===== src/sv/cbps_pkg.sv =====
// ----------------------------------------------------------------------------
// cbps_pkg
// Types and constants shared by the pixel symbol classifier.
// ----------------------------------------------------------------------------
package cbps_pkg;

    // Symbol codes.
    localparam logic [2:0] SYM_WHITE = 3'd0;
    localparam logic [2:0] SYM_RED   = 3'd1;
    localparam logic [2:0] SYM_GREEN = 3'd2;
    localparam logic [2:0] SYM_BLUE  = 3'd3;
    localparam logic [2:0] SYM_BLACK = 3'd4;

    // Register map: register index taken from paddr[3:2].
    localparam int unsigned CFG_AW = 4;
    localparam logic [1:0] REG_DARK   = 2'd0;
    localparam logic [1:0] REG_CHROMA = 2'd1;
    localparam logic [1:0] REG_BRIGHT = 2'd2;
    localparam logic [1:0] REG_MARGIN = 2'd3;

    // Register reset values.
    localparam logic [7:0] RST_DARK   = 8'd70;
    localparam logic [7:0] RST_CHROMA = 8'd35;
    localparam logic [7:0] RST_BRIGHT = 8'd145;
    localparam logic [7:0] RST_MARGIN = 8'd25;

    // Configuration register set.
    typedef struct packed {
        logic [7:0] dark_level;
        logic [7:0] gray_chroma_limit;
        logic [7:0] bright_level;
        logic [7:0] dominance_margin;
    } t_cfg;

    // Stage one: channels and their extremes.
    typedef struct packed {
        logic [7:0] b;
        logic [7:0] g;
        logic [7:0] r;
        logic [7:0] hi;
        logic [7:0] chroma;
        logic [7:0] max_gb;
        logic [7:0] max_rb;
        logic [7:0] max_rg;
    } t_feat;

    // Stage two: rule flags and palette scores. A score is the squared
    // distance to the color minus the distance to black, divided by 255.
    typedef struct packed {
        logic               black;
        logic               white;
        logic               dom_r;
        logic               dom_g;
        logic               dom_b;
        logic signed [10:0] e_white;
        logic signed [10:0] e_red;
        logic signed [10:0] e_green;
        logic signed [10:0] e_blue;
    } t_rule;

    // Stage three: rule outcome and two pairwise palette winners.
    typedef struct packed {
        logic               rule_hit;
        logic [2:0]         rule_sym;
        logic [2:0]         sym_a;
        logic signed [10:0] e_a;
        logic [2:0]         sym_b;
        logic signed [10:0] e_b;
    } t_part;

endpackage


===== src/sv/cbps_front.sv =====
// ----------------------------------------------------------------------------
// cbps_front
// First two pipeline stages: channel extremes, then rule flags and scores.
// ----------------------------------------------------------------------------
module cbps_front (
    input  logic           i_clk,
    input  logic           i_rst_n,
    input  cbps_pkg::t_cfg i_cfg,
    input  logic           i_valid,
    output logic           o_ready,
    input  logic [7:0]     i_b,
    input  logic [7:0]     i_g,
    input  logic [7:0]     i_r,
    output logic           o_valid,
    input  logic           i_ready,
    output cbps_pkg::t_rule o_rule
);
    import cbps_pkg::*;

    logic  r_v1, r_v2;
    t_feat r_f1, n_f1;
    t_rule r_q2, n_q2;
    logic  w_rdy1, w_rdy2;
    logic [8:0]  w_sum_lo;
    logic [9:0]  w_sum;
    logic [11:0] w_e_white;

    // A stage takes a new item when it is empty or its item moves on.
    assign w_rdy2  = !r_v2 || i_ready;
    assign w_rdy1  = !r_v1 || w_rdy2;
    assign o_ready = w_rdy1;

    // Stage one: maxima of each channel pair, largest channel and chroma.
    always_comb begin
        logic [7:0] lo;
        n_f1.b      = i_b;
        n_f1.g      = i_g;
        n_f1.r      = i_r;
        n_f1.max_gb = (i_g > i_b) ? i_g : i_b;
        n_f1.max_rb = (i_r > i_b) ? i_r : i_b;
        n_f1.max_rg = (i_r > i_g) ? i_r : i_g;
        n_f1.hi     = (i_r > n_f1.max_gb) ? i_r : n_f1.max_gb;
        lo          = (i_g < i_b) ? i_g : i_b;
        lo          = (i_r < lo) ? i_r : lo;
        n_f1.chroma = n_f1.hi - lo;
    end

    // Stage two: threshold rules and linear palette scores.
    assign w_sum_lo  = {1'b0, r_f1.b} + {1'b0, r_f1.g};
    assign w_sum     = {1'b0, w_sum_lo} + {2'b00, r_f1.r};
    assign w_e_white = 12'sd765 - $signed({1'b0, w_sum, 1'b0});

    always_comb begin
        n_q2.black   = r_f1.hi < i_cfg.dark_level;
        n_q2.white   = (r_f1.chroma < i_cfg.gray_chroma_limit)
                       && (r_f1.hi > i_cfg.bright_level);
        n_q2.dom_r   = {1'b0, r_f1.r}
                       >= ({1'b0, r_f1.max_gb} + {1'b0, i_cfg.dominance_margin});
        n_q2.dom_g   = {1'b0, r_f1.g}
                       >= ({1'b0, r_f1.max_rb} + {1'b0, i_cfg.dominance_margin});
        n_q2.dom_b   = {1'b0, r_f1.b}
                       >= ({1'b0, r_f1.max_rg} + {1'b0, i_cfg.dominance_margin});
        n_q2.e_white = w_e_white[10:0];
        n_q2.e_red   = 11'sd255 - $signed({2'b00, r_f1.r, 1'b0});
        n_q2.e_green = 11'sd255 - $signed({2'b00, r_f1.g, 1'b0});
        n_q2.e_blue  = 11'sd255 - $signed({2'b00, r_f1.b, 1'b0});
    end

    // Valid bits for both stages.
    always_ff @(posedge i_clk) begin
        if (!i_rst_n) begin
            r_v1 <= 1'b0;
            r_v2 <= 1'b0;
        end else begin
            if (w_rdy1) begin
                r_v1 <= i_valid;
            end
            if (w_rdy2) begin
                r_v2 <= r_v1;
            end
        end
    end

    // Payload registers load only when an item moves in.
    always_ff @(posedge i_clk) begin
        if (w_rdy1 && i_valid) begin
            r_f1 <= n_f1;
        end
        if (w_rdy2 && r_v1) begin
            r_q2 <= n_q2;
        end
    end

    assign o_valid = r_v2;
    assign o_rule  = r_q2;

endmodule


===== src/sv/cbps_back.sv =====
// ----------------------------------------------------------------------------
// cbps_back
// Last two pipeline stages: rule priority and nearest palette color search.
// ----------------------------------------------------------------------------
module cbps_back (
    input  logic            i_clk,
    input  logic            i_rst_n,
    input  logic            i_valid,
    output logic            o_ready,
    input  cbps_pkg::t_rule i_rule,
    output logic            o_valid,
    input  logic            i_ready,
    output logic [2:0]      o_sym
);
    import cbps_pkg::*;

    logic       r_v3, r_v4;
    t_part      r_p3, n_p3;
    logic [2:0] r_sym4, n_sym4;
    logic       w_rdy3, w_rdy4;

    assign w_rdy4  = !r_v4 || i_ready;
    assign w_rdy3  = !r_v3 || w_rdy4;
    assign o_ready = w_rdy3;

    // Stage three: rule priority and first round of the palette search.
    // On equal scores the earlier color in palette order is kept.
    always_comb begin
        n_p3.rule_hit = i_rule.black || i_rule.white || i_rule.dom_r
                        || i_rule.dom_g || i_rule.dom_b;
        if (i_rule.black) begin
            n_p3.rule_sym = SYM_BLACK;
        end else if (i_rule.white) begin
            n_p3.rule_sym = SYM_WHITE;
        end else if (i_rule.dom_r) begin
            n_p3.rule_sym = SYM_RED;
        end else if (i_rule.dom_g) begin
            n_p3.rule_sym = SYM_GREEN;
        end else begin
            n_p3.rule_sym = SYM_BLUE;
        end
        if (i_rule.e_red < i_rule.e_white) begin
            n_p3.sym_a = SYM_RED;
            n_p3.e_a   = i_rule.e_red;
        end else begin
            n_p3.sym_a = SYM_WHITE;
            n_p3.e_a   = i_rule.e_white;
        end
        if (i_rule.e_blue < i_rule.e_green) begin
            n_p3.sym_b = SYM_BLUE;
            n_p3.e_b   = i_rule.e_blue;
        end else begin
            n_p3.sym_b = SYM_GREEN;
            n_p3.e_b   = i_rule.e_green;
        end
    end

    // Stage four: a rule hit wins; else final palette round against black (score zero), which wins ties.
    always_comb begin
        logic [2:0]         sym_w;
        logic signed [10:0] e_w;
        if (r_p3.e_b < r_p3.e_a) begin
            sym_w = r_p3.sym_b;
            e_w   = r_p3.e_b;
        end else begin
            sym_w = r_p3.sym_a;
            e_w   = r_p3.e_a;
        end
        if (r_p3.rule_hit) begin
            n_sym4 = r_p3.rule_sym;
        end else if (e_w < 11'sd0) begin
            n_sym4 = sym_w;
        end else begin
            n_sym4 = SYM_BLACK;
        end
    end

    // Valid bits for both stages.
    always_ff @(posedge i_clk) begin
        if (!i_rst_n) begin
            r_v3 <= 1'b0;
            r_v4 <= 1'b0;
        end else begin
            if (w_rdy3) begin
                r_v3 <= i_valid;
            end
            if (w_rdy4) begin
                r_v4 <= r_v3;
            end
        end
    end

    // Payload registers.
    always_ff @(posedge i_clk) begin
        if (w_rdy3 && i_valid) begin
            r_p3 <= n_p3;
        end
        if (w_rdy4 && r_v3) begin
            r_sym4 <= n_sym4;
        end
    end

    assign o_valid = r_v4;
    assign o_sym   = r_sym4;

endmodule


===== src/sv/classify_bgr_pixel_to_symbol.sv =====
// ----------------------------------------------------------------------------
// classify_bgr_pixel_to_symbol
// Classifies one BGR pixel into white, red, green, blue or black.
// ----------------------------------------------------------------------------
//  Channel   Handshake              Payload
//  pixel in  i_valid / o_ready      i_blue_level, i_green_level, i_red_level
//  symbol    o_valid / i_ready      o_symbol_code
//  config    psel/penable/pready    paddr, pwrite, pwdata, prdata
//
//  One pixel is taken every cycle unless the output stalls; its symbol passes
//  through the four register stages of the pipeline.
//  Reset (synchronous, active low) empties the pipeline and loads the
//  register defaults. A stall on the output holds every stage in place and
//  backs up to o_ready; an empty stage keeps taking items.
// ----------------------------------------------------------------------------
module classify_bgr_pixel_to_symbol (
    input  logic                       i_clk,
    input  logic                       i_rst_n,
    input  logic                       i_valid,
    output logic                       o_ready,
    input  logic [7:0]                 i_blue_level,
    input  logic [7:0]                 i_green_level,
    input  logic [7:0]                 i_red_level,
    output logic                       o_valid,
    input  logic                       i_ready,
    output logic [2:0]                 o_symbol_code,
    input  logic                       psel,
    input  logic                       penable,
    input  logic                       pwrite,
    input  logic [cbps_pkg::CFG_AW-1:0] paddr,
    input  logic [31:0]                pwdata,
    output logic [31:0]                prdata,
    output logic                       pready
);
    import cbps_pkg::*;

    t_cfg       r_cfg;
    t_rule      w_rule;
    logic       w_mid_valid, w_mid_ready;
    logic       w_wr;
    logic [1:0] w_idx;
    logic [7:0] w_rd;

    // Configuration registers.
    assign pready = 1'b1;
    assign w_wr   = psel && penable && pwrite && pready;
    assign w_idx  = paddr[3:2];

    always_ff @(posedge i_clk) begin
        if (!i_rst_n) begin
            r_cfg.dark_level        <= RST_DARK;
            r_cfg.gray_chroma_limit <= RST_CHROMA;
            r_cfg.bright_level      <= RST_BRIGHT;
            r_cfg.dominance_margin  <= RST_MARGIN;
        end else if (w_wr) begin
            case (w_idx)
                REG_DARK:   r_cfg.dark_level        <= pwdata[7:0];
                REG_CHROMA: r_cfg.gray_chroma_limit <= pwdata[7:0];
                REG_BRIGHT: r_cfg.bright_level      <= pwdata[7:0];
                REG_MARGIN: r_cfg.dominance_margin  <= pwdata[7:0];
                default: begin
                end
            endcase
        end
    end

    // Register read back.
    always_comb begin
        case (w_idx)
            REG_DARK:   w_rd = r_cfg.dark_level;
            REG_CHROMA: w_rd = r_cfg.gray_chroma_limit;
            REG_BRIGHT: w_rd = r_cfg.bright_level;
            REG_MARGIN: w_rd = r_cfg.dominance_margin;
            default:    w_rd = 8'd0;
        endcase
    end
    assign prdata = {24'd0, w_rd};

    // Front half of the pipeline.
    cbps_front u_front (
        .i_clk   (i_clk),
        .i_rst_n (i_rst_n),
        .i_cfg   (r_cfg),
        .i_valid (i_valid),
        .o_ready (o_ready),
        .i_b     (i_blue_level),
        .i_g     (i_green_level),
        .i_r     (i_red_level),
        .o_valid (w_mid_valid),
        .i_ready (w_mid_ready),
        .o_rule  (w_rule)
    );

    // Back half of the pipeline.
    cbps_back u_back (
        .i_clk   (i_clk),
        .i_rst_n (i_rst_n),
        .i_valid (w_mid_valid),
        .o_ready (w_mid_ready),
        .i_rule  (w_rule),
        .o_valid (o_valid),
        .i_ready (i_ready),
        .o_sym   (o_symbol_code)
    );

endmodule


===== config.mk =====
export PLATFORM = sky130hd
export DESIGN_NAME = classify_bgr_pixel_to_symbol
export DESIGN_NICKNAME = d
export VERILOG_FILES = /design/src/sv/cbps_pkg.sv /design/src/sv/cbps_front.sv /design/src/sv/cbps_back.sv /design/src/sv/classify_bgr_pixel_to_symbol.sv
export SDC_FILE = /design/constraint.sdc
export NUM_CORES = 1
export LEC_CHECK = 0
export BUFFER_PORTS_ARGS = -buffer_cell sky130_fd_sc_hd__buf_2
export CAP_MARGIN = 20
export CORE_ASPECT_RATIO = 1.25
export CORE_UTILIZATION = 55
export CTS_BUF_LIST = sky130_fd_sc_hd__clkbuf_16
export DETAILED_ROUTE_END_ITERATION = 6
export GPL_ROUTABILITY_DRIVEN = 0
export PLACE_DENSITY = 0.75
export SLEW_MARGIN = 10
export SYNTH_ARGS = -nofsm -noshare
export SYNTH_HDL_FRONTEND = slang
export SYNTH_SLANG_ARGS = --single-unit

===== constraint.sdc =====
create_clock -name i_clk -period 7.3 [get_ports i_clk]
set_input_delay 1.46 -clock i_clk [delete_from_list [all_inputs] [get_ports i_clk]]
set_output_delay 1.46 -clock i_clk [all_outputs]
set_load 0.02 [all_outputs]

==> metrics, run 1 <==
status=complete, no violations; Net count, final=around 1300; Min-Delay Path Class=flop to flop; Critical Path RT=approximately 7.5 ns; TritonRoute pass-1 iters=4; Clock Skews=a little under 0.01 ns; cell count after synthesis=1042; Clk pwr share=0.300; sequential share of power=0.405; slowest CP cell=a21oi_1; CP top delay family=compound AO/OA/AOI/OAI gates; Buf/Inv on CP=6; # clock sinks=166; Worst Hold Slack=between 0.4 and 0.5 ns; worst hold start=r_cfg[19]; Post-DP HPWL=roughly 17000 um; R2R depth=11; post-synth top area share=0.3508; H-Tree Level Count=4; cell area after synthesis=around 0.011 mm^2; largest net degree at the start of global routing=65; Final setup viols=0; Peak Freq=161.4 MHz; crit start category=input pin; GR Overflow Total=0; PD cells=approximately 240 mW/mm^2; worst slew pin tran=roughly 0.9 ns; Hold EP=r_cfg[19]; post-synthesis sequential area ratio=0.4156; clock latency on the worst-skew pair=approximately 0.44 ns; Main synth FF type=edfxtp_1; final setup TNS=0 ns; vias in the first global route=roughly 7300; PortBufs=53; DRT iter0 DRCs=about 380; post-synth top area cell=edfxtp_1; RSZ-0062 raised after global routing=no; via count=7596; DIE AREA=0.02081 mm^2; most frequent cells in the layout=149 x ha_1, 130 x edfxtp_1, 128 x inv_1; Max Cap Viol=0; CP max FO=16; Placeable Area=~0.020 mm^2; Critical Path Max Stage Delay=between 0.3 and 0.4 ns; most common cell after layout, fill and taps aside=ha_1; Total Wirelength=roughly 22000 um; reg2reg end=u_front.o_rule[45]; syn avg cell area=approximately 11 um^2; Setup CP Type=input pin to flop; Worst VDD drop=175.6 uV; post_cts resized=0; antenna viol nets, final=0; Vias per Instance=5.512; Rows=57; power share of the combinational group=0.294; reg-to-reg slack, setup=~4.2 ns; Starting Density=0.5674; fin. max-slew vios=0; sw frac=0.3175; Final Critical Period=between 6 and 7 ns; Synth async-reset ratio=0; # diodes=0; GRT Total Usage=0.2275; share of cells above drive strength 1=0.1177; postcts setup bufs=0; synth-to-layout area growth=10.05%; TritonCTS clock tree=yes; Hold Crit Depth=2; Die X=roughly 130 um; Post-synth EDFFs=between 100 and 150; period utilisation layout=0.8486; Max clock buf depth=2; first-pass GRT wire length=approximately 36000 um; final hold vios=0; I/O pins=~110; RR Startpoint=r_cfg[1]; WL/cell=16.08 um; Num CTS Buffers=17; Clock transition at path regs=about 0.07 ns; NetSw=0.0009480 W; crit path capture type=flop; CTS Hold Bufs=0; Die H=161.0 um; Pint=around 0.002 W; Synth area leaders=edfxtp_1 35%, ha_1 17%, dfxtp_1 6.5%, inv_1 4.3%, a21oi_1 3.4%; Lkg Pwr=between 5 and 6 nW; yosys warns=0; Root Buffer=clkbuf_16; WP data arrival=6.38 ns; initial antenna violation count=0; Slew headroom=0.3856; register bit total from synthesis=166; synth unique cells=between 60 and 70; # DRC=0
state kept, by name, summed over array words and instances (netlist names):
| name | cells |
|---|---|
| r_cfg | 32 |
| u_back.o_sym | 3 |
| u_back.o_valid | 1 |
| u_back.r_p3 | 24 |
| u_back.r_v3 | 1 |
| u_front.o_rule | 39 |
| u_front.o_valid | 1 |
| u_front.r_f1 | 64 |
| u_front.r_v1 | 1 |
tightest hold or removal path, delay by kind of cell (launching register included):
kind             cells  cell delay [ns]
AND/OR/NAND/NOR      1             0.05
AO/OA/AOI/OAI        1             0.07
flip-flops           1             0.32
synth_stat cells (all sizes together), types with 11 or more instances:
master    n
a21o     36
a21oi    77
dfxtp    36
xnor2    25
a211oi   11
nand2    62
nor2b    32
fa       13
mux2i    25
ha      149
o21ai    43
nand3    12
nand2b   18
o211ai   12
xor2     11
edfxtp  130
o21bai   17
nor2     50
inv     128
buf      30
mux2     15
clkbuf   14
power by group through the flow:
stage,Combinational (W),Clock (W),Sequential [W]
floorplan,0.000690,0,0.00121
global placement,0.000841,0,0.00123
detailed placement,0.000872,0,0.00123
CTS,0.000883,0.000913,0.00121
global route,0.00101,0.000949,0.00122
finish,0.000879,0.000897,0.00121
how the worst max path moves through the flow:
stage | startpoint | endpoint | cells past startpoint
global route | i_blue_level[1] | u_front.r_f1[31] | 29
finish | i_blue_level[3] | u_front.r_f1[31] | 29
global placement | i_blue_level[5] | u_front.r_f1[31] | 28
CTS | i_blue_level[1] | u_front.r_f1[31] | 29
detailed placement | i_blue_level[1] | u_front.r_f1[31] | 29
floorplan | i_blue_level[7] | u_front.r_f1[31] | 26
cell families (layout without fill, tap and decap cells):
kind of cell,after synthesis,after routing,share of synthesized area
AO/OA/AOI/OAI,249,249,0.1512
AND/OR/NAND/NOR,207,207,0.09253
buffers and inverters,172,220,0.06690
flip-flops,166,166,0.4156
adder cells (fa/ha/maj),162,162,0.1909
multiplexers,48,48,0.05386
XOR/XNOR,36,36,0.02833
other,2,25,0.0006749
routing by layer:
metal | GRT usage | vias up | wire length (um)
li1 | - | 3818 | -
met3 | 0.02816 | 48 | 606
met4 | 0.1187 | 0 | 843
met5 | 0 | - | 0
met1 | 0.2739 | 3561 | 9394
met2 | 0.3952 | 169 | 11310
stage by stage:
step / setup WS (ns) / area (um^2) / std cells / util / power (W)
final: 1.105 / 12250 / 1378 / 0.6244 / 0.002986
after global routing: 0.6033 / 12250 / 1378 / 0.6244 / 0.003176
after CTS: 1.133 / 12210 / 1376 / 0.6226 / 0.003005
after detailed placement: 0.6799 / 11610 / 1344 / 0.5922 / 0.002102
after global placement: 0.7509 / 11610 / 1344 / 0.5922 / 0.002068
after floorplan: 1.465 / 11210 / 1065 / - / 0.001902
final cells by class:
| class | count | area, um^2 |
|---|---|---|
| multi-input cells | 727 | 5874 |
| clock buffers | 19 | 475.5 |
| inverters | 128 | 480.5 |
| clock inverters | 13 | 122.6 |
| fillers | 1579 | 7366 |
| flip-flops and latches | 166 | 4624 |
| repair buffers | 60 | 337.8 |
| well taps | 265 | 331.6 |
No activity file was read; power rests on OpenSTA's default activity.
==> run 2: changes to the inputs <==
--- a/config.mk
+++ b/config.mk
@@ -5,6 +5,7 @@
 export SDC_FILE = /design/constraint.sdc
 export NUM_CORES = 1
 export LEC_CHECK = 0
+export ABC_AREA = 1
 export BUFFER_PORTS_ARGS = -buffer_cell sky130_fd_sc_hd__buf_2
 export CAP_MARGIN = 20
 export CORE_ASPECT_RATIO = 1.25
==> constraint.sdc (replaced) <==
create_clock -name i_clk -period 5.8 [get_ports i_clk]
set_input_delay 1.16 -clock i_clk [delete_from_list [all_inputs] [get_ports i_clk]]
set_output_delay 1.16 -clock i_clk [all_outputs]
set_load 0.02 [all_outputs]
==> metrics, run 2 <==
status=complete, no violations; crit path capture type=flop; Min-Delay Path Class=flop to flop; Rows=56; Post-DP HPWL=roughly 18000 um; largest net degree at the start of global routing=40; Reg area=between 0.004 and 0.005 mm^2; # diodes=0; mux contribution to synthesized area=0; period utilisation layout=0.9116; Met1 Wirelength=a little over 9000 um; share of cells above drive strength 1=0.1165; final hold vios=0; Starting Density=0.5693; yosys warns=0; Synth area leaders=edfxtp_1 36%, ha_1 17%, nand2_1 6.8%, dfxtp_1 6.7%, inv_1 6.2%; area occupied by multi-input gates=~0.0053 mm^2; worst slew pin tran=~0.89 ns; main combinational cell family by area after synthesis=adder cells; Root Buffer=clkbuf_16; PD cells=around 300 mW/mm^2; WL met3=around 800 um; post-synth top area share=0.3611; final setup TNS=0 ns; H-Tree Level Count=4; post_cts resized=0; Net count, final=approximately 1400; largest reg by FF count=u_front.r_f1; Setup CP Type=input pin to flop; Synth async-reset ratio=0; post-synth top area cell=edfxtp_1; Lkg Pwr=~5.5 nW; Die H=approximately 160 um; fin. max-slew vios=0; Critical Path RT=roughly 6.0 ns; Final setup viols=0; initial antenna violation count=0; syn avg cell area=roughly 9.4 um^2; # clock sinks=about 170; highest routing layer actually used=met4; Placeable Area=0.01899 mm^2; slowest CP cell=o21ai_4; synth-to-layout area growth=10.30%; I/O pins=between 100 and 150; first-pass GRT wire length=around 37000 um; TritonCTS clock tree=yes; reg-to-reg slack, setup=between 2 and 3 ns; cell area after synthesis=0.01081 mm^2; simple-gate share of the synthesized area=0.1196; via count=7924; Fillers=1563; Total Wirelength=22950 um; Post-synth EDFFs=130; antenna viol nets, final=0; Worst Hold Slack=around 0.45 ns; GR Overflow Total=0; post-synthesis adder-cell area fraction=0.1965; TritonRoute pass-1 iters=5; Main synth FF type=edfxtp_1; cell count after synthesis=between 1000 and 1500; Worst VDD drop=roughly 210 uV; PortBufs=53; Slew headroom=0.4034; Peak Freq=~190 MHz; Final Critical Period=~5.3 ns; synth cell count leaders=195 x nand2_1, 178 x inv_1, 149 x ha_1; met2 wire len=approximately 12000 um; GRT Total Usage=0.2406; max reg flops=64; WL/cell=around 15 um; RSZ-0062 raised after global routing=no; synth unique cells=54; CP max FO=16; xor and xnor area share after synthesis=0.02905; dpl ws=0.1312 ns; Critical Path Max Stage Delay=between 0.3 and 0.4 ns; Max Cap Viol=0; Worst path most repeated cell=inv_1; Vias per Instance=between 5 and 6; Max clock buf depth=2; CTS Hold Bufs=0; Num CTS Buffers=17; vias in the first global route=around 7800; Die X=between 100 and 150 um; DRT iter0 DRCs=between 500 and 600; final worst slack=around 0.5 ns; clock latency on the worst-skew pair=approximately 0.43 ns; most common cell after layout, fill and taps aside=nand2_1; crit start category=input pin; Clock Skews=between 0.015 and 0.02 ns; most numerous cell in the Yosys netlist=nand2_1; # DRC=0; Synth Area in Compound Gates=0.1387; most frequent cells in the layout=195 x nand2_1, 178 x inv_1, 149 x ha_1; WP data arrival=between 5 and 6 ns; post-synthesis sequential area ratio=0.4278; Clock transition at path regs=around 0.070 ns; register bit total from synthesis=166; DIE AREA=0.02022 mm^2; postcts setup bufs=0
## run 2: changes by cell type after synthesis, moves of 13 or more
| cell | delta |
|---|---|
| nor2b_1 | -32 |
| mux2i_1 | -25 |
| o21ai_0 | +24 |
| mux2_2 | -15 |
| o21bai_1 | -13 |
| a21o_1 | -31 |
| nand3_1 | +20 |
| o21ai_1 | +32 |
| nand2b_1 | -18 |
| nand2_1 | +133 |
| inv_1 | +50 |
| a21oi_1 | +13 |
## run 2: worst max-delay path: cells and delay by family
family / cells / cell delay, ns
compound gates: 9 / 1.79
simple gates: 10 / 1.00
fa+ha+maj: 3 / 0.93
buf+inv: 7 / 0.62
## run 2: final timing paths
| path | from | endpoint | depth (start not counted) |
|---|---|---|---|
| worst max register to register | r_cfg[1] | u_front.o_rule[45] | 14 |
| worst max-delay path | i_blue_level[7] | u_front.r_f1[31] | 29 |
| worst min-delay path | u_front.o_rule[48] | u_back.r_p3[30] | 0 |
| worst min register to register | u_front.o_rule[48] | u_back.r_p3[30] | 0 |
## run 2: layer usage
layer  track usage  vias up
li1              -     4023
met1        0.2704     3610
met2        0.4195      203
met3       0.03268       88
met4        0.1629        0
met5             0        -
## run 2: cell families (layout without fill, tap and decap cells)
logic type,Yosys count,after routing
AOI/OAI and AO/OA,252,252
buffers and inverters,223,282
and+or+nand+nor,305,305
DFF,166,166
other,2,25
xor gates and xnor gates,35,35
adders and majority gates,162,162
## run 2: per-stage QoR
step	instances	area, um^2	utilization	total power (W)
final	1488	11920	0.6280	0.003598
after CTS	1486	11910	0.6272	0.003610
after global placement	1454	11310	0.5956	0.002437
after global routing	1488	11920	0.6280	0.003808
after detailed placement	1454	11310	0.5956	0.002482
after floorplan	1168	10900	-	0.002245
## run 2: report_power, final
| group | leakage (nW) | switching (W) | total, W | internal [W] |
|---|---|---|---|---|
| logic | 3.65 | 0.000595 | 0.000976 | 0.000381 |
| clock network | 0.302 | 0.000498 | 0.00114 | 0.000637 |
| registers | 1.54 | 0.0000528 | 0.00149 | 0.00143 |
## run 2: layout make-up
cell class	count	share of cell area
sequential	166	0.3878
multi-input combinational	779	0.4471
timing repair buffer	63	0.02854
clock buffer	20	0.04197
inverter	187	0.05887
tap	261	0.02739
clock inverter	12	0.008290
